===== src/hdl/bm3_pkg.sv =====
`default_nettype none

package bm3_pkg;

  // Configuration port geometry
  localparam int CFG_IDX_W    = 2;
  localparam int CFG_DATA_W   = 13;
  localparam int CFG_WIDTH_W  = 11;
  localparam int CFG_HEIGHT_W = 13;

  // Register indexes
  localparam logic [CFG_IDX_W-1:0] REG_IMAGE_WIDTH   = 2'd0;
  localparam logic [CFG_IDX_W-1:0] REG_IMAGE_HEIGHT  = 2'd1;
  localparam logic [CFG_IDX_W-1:0] REG_MODE          = 2'd2;
  localparam logic [CFG_IDX_W-1:0] REG_ELEMENT_SHAPE = 2'd3;

  // Register reset values
  localparam logic [CFG_WIDTH_W-1:0]  RST_IMAGE_WIDTH  = 11'd10;
  localparam logic [CFG_HEIGHT_W-1:0] RST_IMAGE_HEIGHT = 13'd10;

  // Mode and element codes
  localparam logic MODE_DILATE  = 1'b0;
  localparam logic MODE_ERODE   = 1'b1;
  localparam logic SHAPE_CROSS  = 1'b0;
  localparam logic SHAPE_SQUARE = 1'b1;

  // Window bits covered by the cross: centre plus 4-neighbours
  localparam logic [8:0] ELEM_CROSS  = 9'h0BA;
  localparam logic [8:0] ELEM_SQUARE = 9'h1FF;

  // Which neighbours of the output position lie inside the image
  typedef struct packed {
    logic top;
    logic bot;
    logic left;
    logic right;
  } border_t;

  // Control that follows one item from the address stage to the window stage
  typedef struct packed {
    logic    pixel;   // pixel item: writes back to the line stores
    logic    bottom;  // new bottom-row bit
    logic    emit;    // item gives a result
    logic    eor;
    logic    eof;
    border_t border;
  } s1_ctl_t;

  // Shift one column into the window; bit r*3+c, column 2 newest
  function automatic logic [8:0] win_shift(input logic [8:0] win, input logic top,
                                           input logic mid, input logic bot);
    win_shift = {bot, win[8:7], mid, win[5:4], top, win[2:1]};
  endfunction

  // OR or AND over the element, with outside positions as zero
  function automatic logic morph_eval(input logic [8:0] win, input border_t b,
                                      input logic mode, input logic shape);
    logic [8:0] elem;
    logic [8:0] in_img;
    logic [8:0] vals;
    elem   = (shape == SHAPE_SQUARE) ? ELEM_SQUARE : ELEM_CROSS;
    in_img = 9'h1FF;
    if (!b.top)   in_img = in_img & 9'h1F8;
    if (!b.bot)   in_img = in_img & 9'h03F;
    if (!b.left)  in_img = in_img & 9'h1B6;
    if (!b.right) in_img = in_img & 9'h0DB;
    vals = win & in_img;
    if (mode == MODE_ERODE) begin
      morph_eval = &(vals | ~elem);
    end else begin
      morph_eval = |(vals & elem);
    end
  endfunction

endpackage

`default_nettype wire


===== src/hdl/bm3_if.sv =====
`default_nettype none

// Input pixel channel
interface bm3_in_if;
  logic valid;
  logic ready;
  logic pixel_in;
  logic flush;

  modport source (output valid, output pixel_in, output flush, input ready);
  modport sink   (input valid, input pixel_in, input flush, output ready);
endinterface

// Result pixel channel
interface bm3_out_if;
  logic valid;
  logic ready;
  logic pixel_out;
  logic end_of_row;
  logic end_of_frame;

  modport source (output valid, output pixel_out, output end_of_row,
                  output end_of_frame, input ready);
  modport sink   (input valid, input pixel_out, input end_of_row,
                  input end_of_frame, output ready);
endinterface

`default_nettype wire


===== src/hdl/bm3_ram.sv =====
`default_nettype none

module bm3_ram #(
  parameter int WIDTH = 2,
  parameter int DEPTH = 1024
) (
  input  wire logic                     clk,
  input  wire logic                     wr_en,
  input  wire logic [$clog2(DEPTH)-1:0] wr_addr,
  input  wire logic [WIDTH-1:0]         wr_data,
  input  wire logic                     rd_en,
  input  wire logic [$clog2(DEPTH)-1:0] rd_addr,
  output logic      [WIDTH-1:0]         rd_data
);

  logic [WIDTH-1:0] mem [DEPTH];

  // Write port
  always_ff @(posedge clk) begin
    if (wr_en) begin
      mem[wr_addr] <= wr_data;
    end
  end

  // Registered read, held while not enabled
  always_ff @(posedge clk) begin
    if (rd_en) begin
      rd_data <= mem[rd_addr];
    end
  end

endmodule

`default_nettype wire


===== src/hdl/binary_morphology_3x3_unit.sv =====
// 3x3 binary dilation / erosion on a raster pixel stream.
//
// in_ch carries one beat per pixel (pixel_in) in raster order, or a flush beat
// (flush = 1) that drains the tail of a finished frame. out_ch carries one
// result beat (pixel_out, end_of_row, end_of_frame) per output position.
// cfg_we / cfg_index / cfg_data write image_width, image_height, mode and
// element_shape; write them only while the block is idle. A width or height
// write restarts the stream.
//
// Throughput is one beat per cycle in both directions while out_ch does not
// stall. The result of an output position leaves image_width + 1 input beats
// after its pixel; the beat that releases it reaches out_ch via the window
// and output registers after its line store read. The line stores are a
// single 2-bit RAM read and written once per cycle, with forwarding when a
// read hits the column being written back.
//
// Reset clears positions, counts, the window and the output register; the
// line stores are not cleared and need no clearing pass. When out_ch stalls,
// the result holds in the output register and in_ch.ready drops only once
// the window stage also holds a beat.
`default_nettype none

module binary_morphology_3x3_unit #(
  parameter int MAX_WIDTH  = 1024,
  parameter int MAX_HEIGHT = 4096
) (
  input  wire logic                           clk,
  input  wire logic                           rst_n,
  bm3_in_if.sink                              in_ch,
  bm3_out_if.source                           out_ch,
  input  wire logic                           cfg_we,
  input  wire logic [bm3_pkg::CFG_IDX_W-1:0]  cfg_index,
  input  wire logic [bm3_pkg::CFG_DATA_W-1:0] cfg_data
);

  localparam int CW = $clog2(MAX_WIDTH);
  localparam int RW = $clog2(MAX_HEIGHT);
  localparam int WW = $clog2(MAX_WIDTH + 1);
  localparam int HW = $clog2(MAX_HEIGHT + 1);
  localparam int PW = $clog2(MAX_WIDTH + 3);

  // Configuration registers
  logic [bm3_pkg::CFG_WIDTH_W-1:0]  width_r;
  logic [bm3_pkg::CFG_HEIGHT_W-1:0] height_r;
  logic                             mode_r;
  logic                             shape_r;
  logic                             restart;

  // Effective geometry
  logic [31:0]   w_full;
  logic [31:0]   h_full;
  logic [WW-1:0] w_eff;
  logic [HW-1:0] h_eff;

  // Stream position state
  logic [CW-1:0] in_col_r,  in_col_nxt;
  logic [RW-1:0] in_row_r,  in_row_nxt;
  logic [CW-1:0] out_col_r, out_col_nxt;
  logic [RW-1:0] out_row_r, out_row_nxt;
  logic [PW-1:0] pend_r,    pend_nxt;
  logic          drain_r,   drain_nxt;

  // Address stage
  logic             acc;
  logic             take;
  logic [CW-1:0]    rd_addr;
  bm3_pkg::s1_ctl_t s0_ctl;
  logic             fwd_hit;

  // Window stage
  logic             s1_valid_r;
  bm3_pkg::s1_ctl_t s1_ctl_r;
  logic [CW-1:0]    s1_addr_r;
  logic             fwd_r;
  logic [1:0]       fwd_data_r;
  logic [1:0]       ram_rd;
  logic             up_eff;
  logic             md_eff;
  logic [8:0]       window_r;
  logic [8:0]       win_nxt;
  logic             s1_go;
  logic             in_ready;

  // Output register
  logic out_valid_r;
  logic pix_out_r;
  logic eor_out_r;
  logic eof_out_r;
  logic out_free;

  assign restart = cfg_we && (cfg_index == bm3_pkg::REG_IMAGE_WIDTH ||
                              cfg_index == bm3_pkg::REG_IMAGE_HEIGHT);

  // Configuration writes
  always_ff @(posedge clk) begin
    if (!rst_n) begin
      width_r  <= bm3_pkg::RST_IMAGE_WIDTH;
      height_r <= bm3_pkg::RST_IMAGE_HEIGHT;
      mode_r   <= bm3_pkg::MODE_DILATE;
      shape_r  <= bm3_pkg::SHAPE_CROSS;
    end else if (cfg_we) begin
      unique case (cfg_index)
        bm3_pkg::REG_IMAGE_WIDTH:   width_r  <= cfg_data[bm3_pkg::CFG_WIDTH_W-1:0];
        bm3_pkg::REG_IMAGE_HEIGHT:  height_r <= cfg_data[bm3_pkg::CFG_HEIGHT_W-1:0];
        bm3_pkg::REG_MODE:          mode_r   <= cfg_data[0];
        bm3_pkg::REG_ELEMENT_SHAPE: shape_r  <= cfg_data[0];
        default: ;
      endcase
    end
  end

  // Clamp geometry to 1..maximum
  always_comb begin
    w_full = 32'(width_r);
    if (w_full == 32'd0) w_full = 32'd1;
    if (w_full > 32'(MAX_WIDTH)) w_full = 32'(MAX_WIDTH);
    h_full = 32'(height_r);
    if (h_full == 32'd0) h_full = 32'd1;
    if (h_full > 32'(MAX_HEIGHT)) h_full = 32'(MAX_HEIGHT);
    w_eff = WW'(w_full);
    h_eff = HW'(h_full);
  end

  // Handshake
  assign out_free = !out_valid_r || out_ch.ready;
  assign s1_go    = s1_valid_r && out_free;
  assign in_ready = !s1_valid_r || s1_go;
  assign acc      = in_ch.valid && in_ready;

  // Address stage: positions, counts, result flags and read address
  always_comb begin
    logic [CW-1:0] oc;
    logic [RW-1:0] orow;
    logic [PW-1:0] pb;
    logic [31:0]   fcol;
    logic          em;
    logic          eor;
    logic          eof;

    in_col_nxt  = in_col_r;
    in_row_nxt  = in_row_r;
    out_col_nxt = out_col_r;
    out_row_nxt = out_row_r;
    pend_nxt    = pend_r;
    drain_nxt   = drain_r;
    take        = 1'b0;
    rd_addr     = in_col_r;
    s0_ctl      = '0;

    oc   = out_col_r;
    orow = out_row_r;
    pb   = pend_r;
    em   = 1'b0;
    fcol = 32'd0;

    if (acc) begin
      if (in_ch.flush) begin
        // Drain only at frame start with results pending
        if (pend_r != '0 && in_col_r == '0 && in_row_r == '0) begin
          take     = 1'b1;
          em       = 1'b1;
          pend_nxt = pend_r - PW'(1);
          drain_nxt = (pend_nxt != '0);
          fcol = 32'(out_col_r) + 32'd1;
          if (fcol >= 32'(w_eff)) fcol = 32'd0;
          rd_addr = CW'(fcol);
        end
      end else begin
        // A pixel drops what is left of a partial drain
        if (drain_r) begin
          oc   = '0;
          orow = '0;
          pb   = '0;
        end
        drain_nxt   = 1'b0;
        out_col_nxt = oc;
        out_row_nxt = orow;
        take        = 1'b1;
        rd_addr     = in_col_r;
        if (32'(in_col_r) + 32'd1 >= 32'(w_eff)) begin
          in_col_nxt = '0;
          in_row_nxt = (32'(in_row_r) + 32'd1 >= 32'(h_eff)) ? '0 : in_row_r + RW'(1);
        end else begin
          in_col_nxt = in_col_r + CW'(1);
        end
        em       = (32'(pb) == 32'(w_eff) + 32'd1);
        pend_nxt = em ? pb : pb + PW'(1);
      end
    end

    eor = (32'(oc) + 32'd1 >= 32'(w_eff));
    eof = eor && (32'(orow) + 32'd1 >= 32'(h_eff));

    // Advance the output position
    if (em) begin
      if (eor) begin
        out_col_nxt = '0;
        out_row_nxt = eof ? '0 : orow + RW'(1);
      end else begin
        out_col_nxt = oc + CW'(1);
      end
    end

    s0_ctl.pixel        = !in_ch.flush;
    s0_ctl.bottom       = !in_ch.flush && in_ch.pixel_in;
    s0_ctl.emit         = em;
    s0_ctl.eor          = eor;
    s0_ctl.eof          = eof;
    s0_ctl.border.top   = (orow != '0);
    s0_ctl.border.bot   = (32'(orow) + 32'd1 < 32'(h_eff));
    s0_ctl.border.left  = (oc != '0);
    s0_ctl.border.right = (32'(oc) + 32'd1 < 32'(w_eff));
  end

  // Forward when the read hits the column written back this cycle
  assign fwd_hit = s1_go && s1_ctl_r.pixel && (s1_addr_r == rd_addr);

  // Position and count registers
  always_ff @(posedge clk) begin
    if (!rst_n || restart) begin
      in_col_r  <= '0;
      in_row_r  <= '0;
      out_col_r <= '0;
      out_row_r <= '0;
      pend_r    <= '0;
      drain_r   <= 1'b0;
    end else begin
      in_col_r  <= in_col_nxt;
      in_row_r  <= in_row_nxt;
      out_col_r <= out_col_nxt;
      out_row_r <= out_row_nxt;
      pend_r    <= pend_nxt;
      drain_r   <= drain_nxt;
    end
  end

  // Window stage valid
  always_ff @(posedge clk) begin
    if (!rst_n) begin
      s1_valid_r <= 1'b0;
    end else if (acc && take) begin
      s1_valid_r <= 1'b1;
    end else if (s1_go) begin
      s1_valid_r <= 1'b0;
    end
  end

  // Window stage payload
  always_ff @(posedge clk) begin
    if (acc) begin
      s1_ctl_r   <= s0_ctl;
      s1_addr_r  <= rd_addr;
      fwd_r      <= fwd_hit;
      fwd_data_r <= {md_eff, s1_ctl_r.bottom};
    end
  end

  // Line stores: bit 1 upper row, bit 0 middle row
  bm3_ram #(
    .WIDTH (2),
    .DEPTH (MAX_WIDTH)
  ) u_lines (
    .clk     (clk),
    .wr_en   (s1_go && s1_ctl_r.pixel),
    .wr_addr (s1_addr_r),
    .wr_data ({md_eff, s1_ctl_r.bottom}),
    .rd_en   (acc && take),
    .rd_addr (rd_addr),
    .rd_data (ram_rd)
  );

  assign up_eff  = fwd_r ? fwd_data_r[1] : ram_rd[1];
  assign md_eff  = fwd_r ? fwd_data_r[0] : ram_rd[0];
  assign win_nxt = bm3_pkg::win_shift(window_r, up_eff, md_eff, s1_ctl_r.bottom);

  // Window register
  always_ff @(posedge clk) begin
    if (!rst_n || restart) begin
      window_r <= '0;
    end else if (s1_go) begin
      window_r <= win_nxt;
    end
  end

  // Output register
  always_ff @(posedge clk) begin
    if (!rst_n) begin
      out_valid_r <= 1'b0;
    end else if (s1_go && s1_ctl_r.emit) begin
      out_valid_r <= 1'b1;
    end else if (out_ch.ready) begin
      out_valid_r <= 1'b0;
    end
  end

  always_ff @(posedge clk) begin
    if (s1_go && s1_ctl_r.emit) begin
      pix_out_r <= bm3_pkg::morph_eval(win_nxt, s1_ctl_r.border, mode_r, shape_r);
      eor_out_r <= s1_ctl_r.eor;
      eof_out_r <= s1_ctl_r.eof;
    end
  end

  assign in_ch.ready         = in_ready;
  assign out_ch.valid        = out_valid_r;
  assign out_ch.pixel_out    = pix_out_r;
  assign out_ch.end_of_row   = eor_out_r;
  assign out_ch.end_of_frame = eof_out_r;

endmodule

`default_nettype wire


===== src/flat_wrapper.sv =====
// flat-port wrapper written by rule: the top's interface ports become plain ports
module binary_morphology_3x3_unit_flat 
#(
  parameter int MAX_WIDTH  = 1024,
  parameter int MAX_HEIGHT = 4096
)
  (clk, rst_n, cfg_we, cfg_index, cfg_data, in_ch_valid, in_ch_pixel_in, in_ch_flush, in_ch_ready, out_ch_valid, out_ch_pixel_out, out_ch_end_of_row, out_ch_end_of_frame, out_ch_ready);
  bm3_in_if in_ch_i ();
  bm3_out_if out_ch_i ();
  input  wire logic clk;
  input  wire logic rst_n;
  input  wire logic cfg_we;
  input  wire logic [bm3_pkg::CFG_IDX_W-1:0] cfg_index;
  input  wire logic [bm3_pkg::CFG_DATA_W-1:0] cfg_data;
  input wire logic [$bits(in_ch_i.valid)-1:0] in_ch_valid;
  input wire logic [$bits(in_ch_i.pixel_in)-1:0] in_ch_pixel_in;
  input wire logic [$bits(in_ch_i.flush)-1:0] in_ch_flush;
  output wire logic [$bits(in_ch_i.ready)-1:0] in_ch_ready;
  output wire logic [$bits(out_ch_i.valid)-1:0] out_ch_valid;
  output wire logic [$bits(out_ch_i.pixel_out)-1:0] out_ch_pixel_out;
  output wire logic [$bits(out_ch_i.end_of_row)-1:0] out_ch_end_of_row;
  output wire logic [$bits(out_ch_i.end_of_frame)-1:0] out_ch_end_of_frame;
  input wire logic [$bits(out_ch_i.ready)-1:0] out_ch_ready;
  assign in_ch_i.valid = in_ch_valid;
  assign in_ch_i.pixel_in = in_ch_pixel_in;
  assign in_ch_i.flush = in_ch_flush;
  assign in_ch_ready = in_ch_i.ready;
  assign out_ch_valid = out_ch_i.valid;
  assign out_ch_pixel_out = out_ch_i.pixel_out;
  assign out_ch_end_of_row = out_ch_i.end_of_row;
  assign out_ch_end_of_frame = out_ch_i.end_of_frame;
  assign out_ch_i.ready = out_ch_ready;
  binary_morphology_3x3_unit #(.MAX_WIDTH(MAX_WIDTH), .MAX_HEIGHT(MAX_HEIGHT)) u_core (.clk(clk), .rst_n(rst_n), .in_ch(in_ch_i), .out_ch(out_ch_i), .cfg_we(cfg_we), .cfg_index(cfg_index), .cfg_data(cfg_data));
endmodule

===== config.mk =====
export PLATFORM = sky130hd
export DESIGN_NAME = binary_morphology_3x3_unit_flat
export DESIGN_NICKNAME = d
export VERILOG_FILES = /design/src/hdl/bm3_pkg.sv /design/src/hdl/bm3_if.sv /design/src/hdl/bm3_ram.sv /design/src/hdl/binary_morphology_3x3_unit.sv /design/src/flat_wrapper.sv
export SDC_FILE = /design/constraint.sdc
export NUM_CORES = 2
export LEC_CHECK = 0
export BUFFER_PORTS_ARGS = -buffer_cell sky130_fd_sc_hd__buf_4
export CAP_MARGIN = 20
export CORE_ASPECT_RATIO = 0.75
export CORE_MARGIN = 3
export CORE_UTILIZATION = 49
export CTS_CLUSTER_DIAMETER = 50
export DETAILED_ROUTE_END_ITERATION = 6
export GPL_TIMING_DRIVEN = 0
export PLACE_DENSITY = 0.7
export SLEW_MARGIN = 20
export SYNTH_ARGS = -nofsm -noshare
export SYNTH_HDL_FRONTEND = slang
export SYNTH_HIERARCHICAL = 1
export SYNTH_SLANG_ARGS = --single-unit

===== constraint.sdc =====
create_clock -name clk -period 14.7 [get_ports clk]
set_input_delay 2.94 -clock clk [delete_from_list [all_inputs] [get_ports clk]]
set_output_delay 2.94 -clock clk [all_outputs]
set_load 0.02 [all_outputs]

==> summary.txt <==
GRT
  • Gr usage total: 35.22%
  • GR Util met1: 47.28%
  • Largest net degree at the start of global routing: between 100 and 150
  • Gr busiest metal: met1
  • Met2 Use GR: 44.96%
  • First-pass GRT wire length: 464400 um
  • Total gr overflow: 0
  • Vias in the first global route: roughly 57000
  • Met3 usage: 20.16%
  • Initial antenna violation count: 33

Clock network
  • PostCTS Resize Cnt: 0
  • Maximum clock insertion buffer count: 3
  • Skew-Pair Late Insertion Delay: between 0.8 and 0.9 ns
  • Root Buffer: clkbuf_16
  • H-tree depth: 4
  • CTS tree: built
  • CTS Buf Count: 205
  • Setup repair bufs after CTS: 0
  • Hold-fix buffers, CTS: 0
  • TritonCTS Sinks: roughly 2200
  • Clk pin slew, worst setup/hold paths: 0.07 ns

Power
  • Worst IR Drop VDD: 0.1124 mV
  • Pwr Density: approximately 130 nW/um^2
  • Internal power: 10.25 mW
  • Sw power: 3.318 mW
  • Gate power share: 10.3%
  • Clock network fraction of total power: 39.2%
  • Leakage: 32.33 nW
  • Total power: 13.57 mW
  • Reg power frac: a little over 50%
  • Sw Ratio: between 20% and 30%

Cells and area
  • P&R area growth vs syn: 13.40%
  • Nets: about 6200
  • FILL cells: around 14000
  • Post-layout util: 55.98%
  • Layout cell share with drive strength beyond 1: 18.38%
  • Fin area: 104300 um^2

Place
  • Placement Setup Slack: around 4 ns
  • IO Port Bufs: 26
  • Placer's final routability congestion estimate: 1.008
  • Post-DP HPWL: roughly 230000 um
  • Post-DP Area: 97540 um^2

STA
  • Clock skew: 0.04495 ns
  • Final Hold Fails: 0
  • RSZ-0062 raised after global routing: no
  • Max Freq: just over 0.09 GHz
  • Setup Viol. Count Final: 0
  • Final setup TNS: 0 ns
  • Post-layout min period: 10.77 ns
  • Slew Limit Fails: 0
  • Final setup margin: roughly 3.9 ns
  • Slew @ Worst Pin: around 1.4 ns
  • Fin crit share: between 70% and 80%
  • Slew HR: under 10%

Floorplan
  • Initial core utilization: between 40% and 50%
  • Chip width: 506.3 um
  • Std-Cell Rows: 137
  • Die Span Y: between 300 and 400 um
  • Num ports: 27
  • Core Area: 186300 um^2
  • Die Footprint: 193000 um^2

Yosys
  • Ys async rst share: 0%
  • Total of warnings raised by yosys: 6
  • Mapped Nets: 5906
  • Most used DFF post-synth: edfxtp_1
  • Cell count after synthesis: 5812
  • Seq/Total Area, Yosys: 69.70%
  • Synth Cell Area: 91980 um^2
  • Post-Syn Area per Cell: between 15 and 20 um^2
  • Post-synth EDFFs: 2075
  • Distinct cells, synth: a little over 90
  • Yosys reg bits: 2165

Setup path
  • Worst EP arrival: 11.41 ns
  • Critical Path Fanout Max: 10
  • Reg2reg start: u_core/in_col_r[2]$_SDFFE_PP0P_
  • Critical R2R Capture: u_core/u_lines/rd_data[0]$_DFFE_PP_
  • Setup CP Type: input port to register
  • Cell count of the worst reg-to-reg path: 21
  • Worst Setup End Kind: register
  • Worst Setup Start Kind: input port
  • Worst R2R Setup Slack: 4.82 ns
  • Crit path required time: between 15 and 20 ns

Worst hold path
  • Hold_sp: u_core/s1_ctl_r[5]$_DFFE_PP_
  • Hold depth: 0
  • Worst Hold Endpoint: u_core/out_ch.end_of_row$_DFFE_PP_
  • HP Class: register to register

Detailed routing
  • Antenna Nets Post-Route: 0
  • Vias: 62628
  • Post-DR vias/cell: between 7 and 8
  • Number of remaining DRC errors: 27
  • Wirelength per Cell: 38.95 um
  • Drt initial violations: roughly 14000
  • TritonRoute pass-1 iters: 7
  • Aggregate routed wire length: 345100 um

Flow run
  • Max-Cap Viols: 0

Outcome
  • Failing checks: design-rule violations
  • Status: complete, but fails checks
-- sequential cells by signal, summed over array words and instances (netlist names), 2 cells and up --
name,cells
u_core/window_r,6
u_core/u_lines/rd_data,2
u_core/out_row_r,12
u_core/width_r,11
u_core/fwd_data_r,2
u_core/in_col_r,10
u_core/in_row_r,12
u_core/s1_addr_r,10
u_core/height_r,13
u_core/u_lines/mem,2048
u_core/out_col_r,10
u_core/pend_r,11
u_core/s1_ctl_r,9
-- cells by family (layout without fill, tap and decap cells) --
family,count (synthesis),in the layout,share of synthesized area [%]
adders and majority gates,72,72,0.9794
xor gates and xnor gates,59,59,0.5618
muxes,675,675,13.47
other,0,30,0
DFF,2165,2165,69.70
and+or+nand+nor,1754,1754,8.163
buffers and inverters,502,1016,2.680
AOI/OAI and AO/OA,585,585,4.444
-- cells in the final DEF, fill, tap and decap left out, types with 51 or more instances in the layout --
cell       synthesis  final
buf_8             14     54
nor3_1            66     63
clkbuf_2           0    126
edfxtp_1        2075   2075
mux2i_1          212    212
mux4_2           449    449
ha_1              72     72
dfxtp_1           90     90
clkbuf_1         284    206
o221ai_1          83     83
nand2_1          247    247
inv_1             52     51
nor2_1          1115   1109
o21ai_0           73     73
a21oi_1          124    124
clkbuf_16          0    212
nand3_1           82     82
buf_4             28     57
-- critical path, stage by stage --
cell      delay [ns]
buf_4           0.08
nand3b_1        0.14
nand2_1         0.14
nor4_2          0.89
nand2_1         0.29
and3b_1         0.27
buf_2           0.21
a22o_1          0.23
buf_4           0.26
buf_4           0.25
buf_4           0.39
nand2_1         0.47
clkbuf_1        0.66
clkbuf_1        0.67
o221ai_1        0.52
a211oi_1        0.13
nor3_1          0.86
nand4_1         0.30
o21ai_0         0.60
nand4_1         0.56
nand4_1         0.48
-- power groups by stage --
stage	registers [mW]	clock network [mW]	logic [mW]
floorplan	7.11	0	0.736
global placement	7.24	0	1.21
detailed placement	6.98	0	1.32
CTS	6.85	5.32	1.33
global route	6.85	5.56	1.40
finish	6.85	5.31	1.40
-- synth_stat cells, drive strengths merged, types with 31 or more instances --
| master | instances | area (um^2) |
|---|---|---|
| nor2b | 31 | 193.9 |
| clkbuf | 284 | 1066 |
| mux2i | 212 | 2122 |
| nand2 | 248 | 933.4 |
| nor3 | 66 | 330.3 |
| nand3 | 83 | 420.4 |
| o21ai | 76 | 391.6 |
| dfxtp | 90 | 1802 |
| edfxtp | 2075 | 62310 |
| o221ai | 84 | 742.0 |
| buf | 163 | 1192 |
| a22oi | 48 | 360.4 |
| nor2 | 1116 | 4192 |
| o22ai | 50 | 312.8 |
| mux4 | 449 | 10110 |
| and3 | 38 | 237.7 |
| ha | 72 | 900.9 |
| inv | 53 | 198.9 |
| a21oi | 124 | 620.6 |
-- through the flow --
| stage | std cells | hold slack, ns |
|---|---|---|
| 4_1_cts | 8827 | 0.4199 |
| 2_1_floorplan | 5812 | 0.4003 |
| 3_5_place_dp | 8442 | 0.4054 |
| 6_report | 8858 | 0.4199 |
| 3_3_place_gp | 8340 | 0.4099 |
| 5_1_grt | 8832 | 0.4293 |
-- per-layer routing --
| layer | up-vias | share of wire (%) |
|---|---|---|
| li1 | 23287 | - |
| met1 | 31360 | 34 |
| met2 | 6741 | 38 |
| met3 | 1224 | 21 |
| met4 | 16 | 6.5 |
| met5 | - | 0.28 |
-- cell type report --
| cell class | instances | area, um^2 | share of cell area [%] |
|---|---|---|---|
| Sequential cell | 2165 | 64110 | 61.46 |
| Multi-Input combinational cell | 3145 | 25510 | 24.45 |
| Clock buffer | 266 | 5568 | 5.338 |
| Tap cell | 2502 | 3131 | 3.001 |
| Buffer | 447 | 2429 | 2.328 |
| Timing Repair Buffer | 129 | 2201 | 2.110 |
| Clock inverter | 119 | 1080 | 1.035 |
| Inverter | 55 | 206.4 | 0.1979 |
| Antenna cell | 30 | 75.07 | 0.07197 |
-- how the worst max path moves through the flow --
stage               slack [ns]                              endpoint                         start  depth (start not counted)
CTS                       4.90   u_core/u_lines/rd_data[0]$_DFFE_PP_                  out_ch_ready                         21
floorplan                -0.05        u_core/fwd_data_r[0]$_DFFE_PP_  u_core/s1_ctl_r[7]$_DFFE_PP_                          0
detailed placement        4.03   u_core/u_lines/rd_data[0]$_DFFE_PP_                  out_ch_ready                         21
global route              4.34   u_core/u_lines/rd_data[0]$_DFFE_PP_                  out_ch_ready                         21
finish                    3.93   u_core/u_lines/rd_data[0]$_DFFE_PP_                  out_ch_ready                         21
global placement        -11.37  u_core/u_lines/mem[368][0]$_DFFE_PP_  u_core/s1_ctl_r[7]$_DFFE_PP_                          0
Note: power is estimated with default switching activity, not from simulation.
